File: src/design/sliding_window_trimmed_mean_xyz_unit_macros.svh
// Assertion macros shared by the trimmed-mean window design.
// Depends on nothing; included by modules that carry assertions.
`ifndef SLIDING_WINDOW_TRIMMED_MEAN_XYZ_UNIT_MACROS_SVH
`define SLIDING_WINDOW_TRIMMED_MEAN_XYZ_UNIT_MACROS_SVH
// Implication checked on every clock edge outside reset.
`define SWTM_ASSERT_IMPL(label, clk, rst_n, ante, cons) \
	label: assert property (@(posedge clk) disable iff (!rst_n) (ante) |-> (cons)) \
		else $error("assertion failed");
// Next-cycle implication checked outside reset.
`define SWTM_ASSERT_NEXT(label, clk, rst_n, ante, cons) \
	label: assert property (@(posedge clk) disable iff (!rst_n) (ante) |=> (cons)) \
		else $error("assertion failed");
`endif

File: src/design/swtm_pkg.sv
// Package for the trimmed-mean window: payload types, FSM states, cell control.
// No dependencies.
`default_nettype none
package swtm_pkg;
	typedef struct packed {
		logic signed [31:0] pos_x;
		logic signed [31:0] pos_y;
		logic signed [31:0] pos_z;
	} in_item_t;

	typedef struct packed {
		logic signed [31:0] smooth_x;
		logic signed [31:0] smooth_y;
		logic signed [31:0] smooth_z;
		logic               trimmed_used;
	} out_item_t;

	typedef enum logic [2:0] {
		ST_IDLE,
		ST_SORT,
		ST_SUM,
		ST_DIV,
		ST_OUT
	} state_t;

	// Control from the sequencer to the cell row.
	typedef struct packed {
		logic push;     // shift new sample into the window
		logic load;     // copy window into sort registers
		logic sort_odd; // odd-even transposition phase
		logic sort_en;
		logic rot;      // rotate sort register toward the sum end
	} cell_ctl_t;
endpackage
`default_nettype wire

File: src/design/swtm_cell.sv
// One cell of the window row: holds one sample per axis plus a sort copy.
// Depends on swtm_pkg.
`default_nettype none
module swtm_cell
	import swtm_pkg::*;
(
	input  wire logic        clk,
	input  wire cell_ctl_t   ctl,
	input  wire in_item_t    win_in,    // from the newer neighbor
	output in_item_t         win_out,
	input  wire in_item_t    srt_left,  // lower neighbor's sort value
	input  wire in_item_t    srt_right, // higher neighbor's sort value
	input  wire in_item_t    rot_in,
	input  wire logic        is_low,    // this cell is the lower of its pair
	input  wire logic        is_high,   // this cell is the upper of its pair
	output in_item_t         srt_out
);
	in_item_t win_q;
	in_item_t srt_q;
	in_item_t srt_d;

	assign win_out = win_q;
	assign srt_out = srt_q;

	// Window shift register.
	always_ff @(posedge clk) begin
		if (ctl.push) begin
			win_q <= win_in;
		end
	end

	// Compare-exchange with the pair partner, per axis.
	always_comb begin
		srt_d = srt_q;
		if (is_low) begin
			srt_d.pos_x = (srt_right.pos_x < srt_q.pos_x) ? srt_right.pos_x : srt_q.pos_x;
			srt_d.pos_y = (srt_right.pos_y < srt_q.pos_y) ? srt_right.pos_y : srt_q.pos_y;
			srt_d.pos_z = (srt_right.pos_z < srt_q.pos_z) ? srt_right.pos_z : srt_q.pos_z;
		end else if (is_high) begin
			srt_d.pos_x = (srt_left.pos_x > srt_q.pos_x) ? srt_left.pos_x : srt_q.pos_x;
			srt_d.pos_y = (srt_left.pos_y > srt_q.pos_y) ? srt_left.pos_y : srt_q.pos_y;
			srt_d.pos_z = (srt_left.pos_z > srt_q.pos_z) ? srt_left.pos_z : srt_q.pos_z;
		end
	end

	// Sort register: load, exchange or rotate.
	always_ff @(posedge clk) begin
		if (ctl.load) begin
			srt_q <= win_q;
		end else if (ctl.sort_en) begin
			srt_q <= srt_d;
		end else if (ctl.rot) begin
			srt_q <= rot_in;
		end
	end
endmodule
`default_nettype wire

File: src/design/swtm_div.sv
// Restoring divider: signed 40-bit sum by small unsigned count, one bit a cycle.
// Depends on swtm_pkg.
`default_nettype none
module swtm_div
	import swtm_pkg::*;
#(
	parameter int unsigned NW = 40,
	parameter int unsigned DW = 7
) (
	input  wire logic                 clk,
	input  wire logic                 arst_n,
	input  wire logic                 start,
	input  wire logic signed [NW-1:0] num,
	input  wire logic        [DW-1:0] den,
	output logic                      done,
	output logic signed [31:0]        quo
);
	// The loop runs NW+1 steps: the first only primes the remainder window.
	localparam int unsigned CW = $clog2(NW + 2);

	logic [NW-1:0] rem_q;
	logic [NW-1:0] q_q;
	logic [DW:0]   den_q;
	logic          neg_q;
	logic [CW-1:0] cnt_q;
	logic          busy_q;
	logic [DW:0]   part;
	logic [DW+1:0] trial;
	logic [NW-1:0] negq;

	assign part  = rem_q[NW-1 -: (DW+1)];
	assign trial = {1'b0, part} - {1'b0, den_q};
	assign negq  = neg_q ? (~q_q + 1'b1) : q_q;
	assign quo   = negq[31:0];

	// Shift-subtract loop; remainder window sits in the top bits.
	always_ff @(posedge clk or negedge arst_n) begin
		if (!arst_n) begin
			busy_q <= 1'b0;
			done   <= 1'b0;
			cnt_q  <= '0;
		end else begin
			done <= 1'b0;
			if (start) begin
				busy_q <= 1'b1;
				cnt_q  <= CW'(NW + 1);
			end else if (busy_q) begin
				cnt_q <= cnt_q - 1'b1;
				if (cnt_q == CW'(1)) begin
					busy_q <= 1'b0;
					done   <= 1'b1;
				end
			end
		end
	end

	always_ff @(posedge clk) begin
		if (start) begin
			neg_q <= num[NW-1];
			den_q <= {1'b0, den};
			q_q   <= num[NW-1] ? (~num + 1'b1) : num;
			rem_q <= '0;
		end else if (busy_q) begin
			// rem/q form one shifting pair; rem keeps only DW+1 live bits
			if (!trial[DW+1]) begin
				rem_q <= {trial[DW-1:0], q_q[NW-1], {(NW-DW-1){1'b0}}} ;
				q_q   <= {q_q[NW-2:0], 1'b1};
			end else begin
				rem_q <= {part[DW-1:0], q_q[NW-1], {(NW-DW-1){1'b0}}};
				q_q   <= {q_q[NW-2:0], 1'b0};
			end
		end
	end
endmodule
`default_nettype wire

File: src/design/sliding_window_trimmed_mean_xyz_unit.sv
// Sliding-window trimmed mean of 3-D positions, built as a row of cells.
// Sequence: a push, then WINDOW+1 sort steps, WINDOW+1 sum steps and three serial divides
// of SW = 32 + clog2(WINDOW+1) bits each, before out_valid rises.
// One item at a time: no new sample is taken until the result item is accepted.
// Reset clears the fill count and sequencer; stored samples are not cleared.
// Depends on swtm_pkg, swtm_cell, swtm_div and the macro header.
`default_nettype none
`include "sliding_window_trimmed_mean_xyz_unit_macros.svh"
module sliding_window_trimmed_mean_xyz_unit
	import swtm_pkg::*;
#(
	parameter int unsigned WINDOW = 8,
	parameter int unsigned TRIM   = 1
) (
	input  wire logic      clk,
	input  wire logic      arst_n,
	input  wire logic      in_valid,
	output logic           in_ready,
	input  wire in_item_t  in_data,
	output logic           out_valid,
	input  wire logic      out_ready,
	output out_item_t      out_data
);
	localparam int unsigned CW = $clog2(WINDOW + 1);
	localparam int unsigned SW = 32 + CW;
	localparam int unsigned MINTRIM = 2 * TRIM + 1;

	state_t          st_q, st_d;
	logic [CW-1:0]   held_q;
	logic [CW-1:0]   step_q;
	logic [1:0]      axis_q;
	logic [1:0]      div_axis;
	logic            trim_q;
	logic [CW-1:0]   keep;
	logic signed [SW-1:0] sum_x_q, sum_y_q, sum_z_q;
	logic signed [SW-1:0] div_num;
	logic            div_start, div_done;
	logic signed [31:0] quo;
	logic signed [31:0] res_x_q, res_y_q;
	cell_ctl_t       ctl;
	in_item_t        win [WINDOW+1];
	in_item_t        srt [WINDOW];
	logic            take;

	// Window index 0 is the newest sample; cells beyond held are unused.
	assign win[0]   = in_data;
	assign in_ready = (st_q == ST_IDLE);
	assign take     = in_valid && in_ready;
	assign keep     = trim_q ? (held_q - CW'(2 * TRIM)) : held_q;

	genvar g;
	generate
		for (g = 0; g < WINDOW; g++) begin : g_cell
			logic lo, hi;
			// Pairing only among held cells so unused ones never mix in.
			always_comb begin
				if (ctl.sort_odd) begin
					lo = (g % 2 == 1) && (g + 1 < held_q);
					hi = (g % 2 == 0) && (g >= 1) && (g < held_q);
				end else begin
					lo = (g % 2 == 0) && (g + 1 < held_q);
					hi = (g % 2 == 1) && (g < held_q);
				end
			end
			swtm_cell u_cell (
				.clk      (clk),
				.ctl      (ctl),
				.win_in   (win[g]),
				.win_out  (win[g+1]),
				.srt_left ((g > 0) ? srt[(g > 0) ? g-1 : 0] : srt[0]),
				.srt_right((g < WINDOW-1) ? srt[(g < WINDOW-1) ? g+1 : g] : srt[g]),
				.rot_in   (srt[(g + 1) % WINDOW]),
				.is_low   (lo),
				.is_high  (hi),
				.srt_out  (srt[g])
			);
		end
	endgenerate

	// Sequencer state register.
	always_ff @(posedge clk or negedge arst_n) begin
		if (!arst_n) begin
			st_q <= ST_IDLE;
		end else begin
			st_q <= st_d;
		end
	end

	always_comb begin
		st_d         = st_q;
		ctl          = '0;
		ctl.sort_odd = step_q[0];
		div_start    = 1'b0;
		unique case (st_q)
			ST_IDLE: begin
				if (take) begin
					ctl.push = 1'b1;
					st_d     = ST_SORT;
				end
			end
			ST_SORT: begin
				ctl.load    = (step_q == '0);
				ctl.sort_en = (step_q != '0);
				if (step_q == CW'(WINDOW)) begin
					st_d = ST_SUM;
				end
			end
			ST_SUM: begin
				// The last rank is added on step WINDOW-1; the divider starts after it.
				ctl.rot = 1'b1;
				if (step_q == CW'(WINDOW)) begin
					st_d      = ST_DIV;
					div_start = 1'b1;
				end
			end
			ST_DIV: begin
				if (div_done) begin
					div_start = (axis_q != 2'd2);
					if (axis_q == 2'd2) begin
						st_d = ST_OUT;
					end
				end
			end
			ST_OUT: begin
				if (out_ready) begin
					st_d = ST_IDLE;
				end
			end
			default: st_d = ST_IDLE;
		endcase
	end

	// Step counters, fill count and serial sums over sorted cell 0.
	always_ff @(posedge clk or negedge arst_n) begin
		if (!arst_n) begin
			held_q <= '0;
			step_q <= '0;
			axis_q <= '0;
			trim_q <= 1'b0;
		end else begin
			if (take) begin
				if (held_q != CW'(WINDOW)) begin
					held_q <= held_q + 1'b1;
					trim_q <= (CW'(MINTRIM) <= held_q + 1'b1) && (MINTRIM <= WINDOW);
				end else begin
					trim_q <= (MINTRIM <= WINDOW);
				end
				step_q <= '0;
				axis_q <= '0;
			end else if (st_q == ST_SORT) begin
				step_q <= (step_q == CW'(WINDOW)) ? '0 : step_q + 1'b1;
			end else if (st_q == ST_SUM) begin
				step_q <= step_q + 1'b1;
			end else if (st_q == ST_DIV && div_done) begin
				axis_q <= axis_q + 1'b1;
			end
		end
	end

	always_ff @(posedge clk) begin
		if (st_q == ST_SORT && step_q == CW'(WINDOW)) begin
			sum_x_q <= '0;
			sum_y_q <= '0;
			sum_z_q <= '0;
		end else if (st_q == ST_SUM) begin
			// Cell 0 holds rank step_q; add only kept ranks.
			if (step_q < held_q && (!trim_q || (step_q >= CW'(TRIM)
					&& step_q < held_q - CW'(TRIM)))) begin
				sum_x_q <= sum_x_q + SW'(srt[0].pos_x);
				sum_y_q <= sum_y_q + SW'(srt[0].pos_y);
				sum_z_q <= sum_z_q + SW'(srt[0].pos_z);
			end
		end
	end

	// A divide started on a done cycle is for the next axis.
	assign div_axis = (st_q == ST_DIV) ? axis_q + 2'd1 : axis_q;

	always_comb begin
		case (div_axis)
			2'd0:    div_num = sum_x_q;
			2'd1:    div_num = sum_y_q;
			default: div_num = sum_z_q;
		endcase
	end

	swtm_div #(.NW(SW), .DW(CW)) u_div (
		.clk    (clk),
		.arst_n (arst_n),
		.start  (div_start),
		.num    (div_num),
		.den    (keep),
		.done   (div_done),
		.quo    (quo)
	);

	// Result register.
	always_ff @(posedge clk) begin
		if (st_q == ST_DIV && div_done) begin
			case (axis_q)
				2'd0:    res_x_q <= quo;
				2'd1:    res_y_q <= quo;
				default: begin
					out_data.smooth_x     <= res_x_q;
					out_data.smooth_y     <= res_y_q;
					out_data.smooth_z     <= quo;
					out_data.trimmed_used <= trim_q;
				end
			endcase
		end
	end

	assign out_valid = (st_q == ST_OUT);

	`SWTM_ASSERT_IMPL(a_held_range, clk, arst_n, 1'b1, held_q <= CW'(WINDOW))
	`SWTM_ASSERT_IMPL(a_no_take_busy, clk, arst_n, st_q != ST_IDLE, !in_ready)
	`SWTM_ASSERT_NEXT(a_take_sorts, clk, arst_n, take, st_q == ST_SORT)
	`SWTM_ASSERT_IMPL(a_keep_nonzero, clk, arst_n, st_q == ST_DIV, keep != '0)
endmodule
`default_nettype wire

File: config.mk
export PLATFORM = sky130hd
export DESIGN_NAME = sliding_window_trimmed_mean_xyz_unit
export DESIGN_NICKNAME = d
export VERILOG_FILES = /design/src/design/swtm_pkg.sv /design/src/design/swtm_cell.sv /design/src/design/swtm_div.sv /design/src/design/sliding_window_trimmed_mean_xyz_unit.sv
export VERILOG_INCLUDE_DIRS = /design/src /design/src/design
export SDC_FILE = /design/constraint.sdc
export NUM_CORES = 2
export LEC_CHECK = 0
export BUFFER_PORTS_ARGS = -buffer_cell sky130_fd_sc_hd__buf_2
export CORE_MARGIN = 8
export CORE_UTILIZATION = 41
export DETAILED_ROUTE_END_ITERATION = 8
export PLACE_DENSITY = 0.58
export SYNTH_ARGS = -nofsm -noshare
export SYNTH_HDL_FRONTEND = slang
export SYNTH_SLANG_ARGS = --single-unit
File: constraint.sdc
create_clock -name clk -period 65.7 [get_ports clk]
set_clock_uncertainty 0.15 [all_clocks]
set_input_delay 6.57 -clock clk [delete_from_list [all_inputs] [get_ports clk]]
set_output_delay 6.57 -clock clk [all_outputs]
set_load 0.02 [all_outputs]
==> out/qor.yml <==
fp.dieH_um: 501.6
crit_path_end_kind: "register"
grt_pass1_vias: 66910
fillers: 21820
violations: "design-rule violations"
finalHoldViolCount: 0
rsz0062_at_grt: "no"
vias: 68550
antenna_found_initial: 7
crit_type: "in2reg"
maxSlewViolCount: 0
outcome: "finished with violations"
ctsResizeCount: 0
path_clk_slew_ns: 0.07
htreeDepth: 4
critPathMaxFanout: 162
synth_edf_count: 1738
postSynthAreaPerCell_um2: 10.68
maxCapViolations: 0
synth_top_cell_area_share_pct: 53.99
pre_cts_slack_ns: 54.47
arrival_ns: 10.65
cp.required_ns: 66.03
synth_area_um2: 96660
post-route-period-util_pct: 15.71
min_path_type: "reg2reg"
cts_made_buffers: 208
drive_above_1_share_pct: 7.013
grtUsageTotal_pct: 21.24
post_cts_buffers: 0
yosys-top-cells-area: "edfxtp_1, ha_1, o21ai_0"
grt_overflow_total: 0
regArea_um2: 55000
p_per_area_nw_per_um2: 59.05
synthDistinctLibCells: 85
clk_path_buf_depth: 3
syn_to_final_growth_pct: 11.59
synth_cells: 9055
cts_num_sinks: 1873
grt_max_degree: 163
drt-pass1-iter-count: 9
insertion_delay_ns: 0.89
ys.flop_type: "edfxtp_1"
viasPerCell: 5.493
yosysWarnings: 0
numPortBuffers: 198
ctsHoldBuffers: 0
die_area_um2: 251600
core_um2: 234700
fin_crit_ns: 10.32
worst_slew_pin_slew_ns: 1.303
tns_ns: 0
irDropWorstVdd_mv: 0.05738
critical_path.startpoint_type: "input port"
synth_seq_cells: 1873
leakagePower_nw: 42.02
synthesis.nets: 9963
start_util_pct: 41.18
setup_viol: 0
wl_per_cell_um: 22.10
multi_input_area_um2: 37790
cts_tree: "yes"
synth_area_leader_cell: "edfxtp_1"
wirelength_mm: 275.8
io_pins: 199
dp_hpwl_mm: 194.7
root_buffer: "clkbuf_16"
mostFrequentLayoutCell: "edfxtp_1"
relSlewSlack_pct: 13.11
fin_nets: 10060
fmax_ghz: 0.09690
yosysSeqAreaShare_pct: 56.90
gp_congestion: 0.8947
postRouteAntennaNets: 0
grt_first_pass_wirelength_mm: 414.1
die_x_um: 501.6
drc: 12
drtIter0Drc: 6823
fin_ws_ns: 55.38
core.rowCount: 178
synth_async_sr_flop_share_pct: 1.175
layout_common_cells: "edfxtp_1, nand2_1, o21ai_0, a21oi_1, ha_1"
## critical path, stage by stage
cell	delay, ns
buf_2	0.09
and2_4	0.58
buf_4	0.80
buf_4	0.83
buf_4	0.76
buf_12	0.70
## worst paths after layout
path | start | to | slack, ns | depth (start not counted)
min in group asynchronous | arst_n | st_q[2]$_DFFE_PN0P_ | 5.52 | 1
min reg2reg | g_cell[5].u_cell.win_out[90]$_DFFE_PP_ | g_cell[6].u_cell.win_out[90]$_DFFE_PP_ | 0.26 | 0
min | g_cell[5].u_cell.win_out[90]$_DFFE_PP_ | g_cell[6].u_cell.win_out[90]$_DFFE_PP_ | 0.26 | 0
max in group asynchronous | arst_n | held_q[3]$_DFFE_PN0P_ | 59.49 | 1
max reg2reg | step_q[0]$_DFFE_PN0P_ | g_cell[6].u_cell.srt_out[59]$_DFFE_PP_ | 58.65 | 10
max | in_valid | g_cell[7].u_cell.win_out[46]$_DFFE_PP_ | 55.38 | 6
## logic make-up after synthesis
| logic type | synth area share [%] |
|---|---|
| xor gates and xnor gates | 1.477 |
| AOI/OAI and AO/OA | 14.56 |
| adders and majority gates | 10.49 |
| DFF | 56.90 |
| and+or+nand+nor | 11.08 |
| buffers and inverters | 4.300 |
| muxes | 1.190 |
## stage by stage
stage | hold slack (ns) | instances | instance area [um2] | power (W) | utilization (%)
6_report | 0.2625 | 12480 | 107900 | 0.006370 | 45.95
5_1_grt | 0.2694 | 12480 | 107900 | 0.006817 | 45.95
4_1_cts | 0.2509 | 12480 | 107900 | 0.006400 | 45.95
3_5_place_dp | 0.2545 | 12090 | 101000 | 0.005206 | 43.05
3_3_place_gp | 0.2552 | 12090 | 101000 | 0.005122 | 43.05
2_1_floorplan | 0.2503 | 9055 | 96660 | 0.004134 | -
## Yosys cell counts (all sizes together), types with 20 or more instances
master	number
a21oi	954
xor2	53
inv	700
nor3	60
dfxtp	113
o31ai	20
a222oi	30
nor2	779
a211oi	53
a21o	215
xnor2	110
nand3	77
clkbuf	373
mux2i	110
ha	804
o21a	39
o211ai	20
dfrtp	22
a31oi	41
and3	32
o21ai	1018
nand2b	46
nor2b	77
buf	26
nand4	138
nand2	1152
edfxtp	1738
## layer usage
metal	track usage [%]	routed length, um	up-vias
li1	-	-	32830
met1	29.09	121800	33280
met2	35.45	130100	2042
met3	2.847	15850	400
met4	6.040	8067	0
met5	0	0	-
## report_power, final
group	internal [W]	leakage, nW	total, W	switching [W]
clock network	0.000665	3.31	0.00117	0.000508
registers	0.00191	17.2	0.00229	0.000379
logic	0.00101	21.5	0.00291	0.00189
total	0.00359	42.0	0.00637	0.00278
## sequential cells by signal, indices dropped and copies added, names as in the netlist, 6 cells and up
register and flops:
g_cell.u_cell.srt_out 768, g_cell.u_cell.win_out 768, out_data 97, res_x_q 32
res_y_q 32, sum_x_q 36, sum_y_q 36, sum_z_q 36
u_div.cnt_q 6, u_div.q_q 36
## layout make-up
cell class	count	area share [%]
Antenna cell	3	0.006959
Clock buffer	248	5.004
Clock inverter	138	1.314
Inverter	701	2.439
Multi-Input combinational cell	6082	35.03
Sequential cell	1873	50.99
Tap cell	3150	3.654
Timing Repair Buffer	284	1.564
Note: power is estimated with default switching activity, not from simulation.
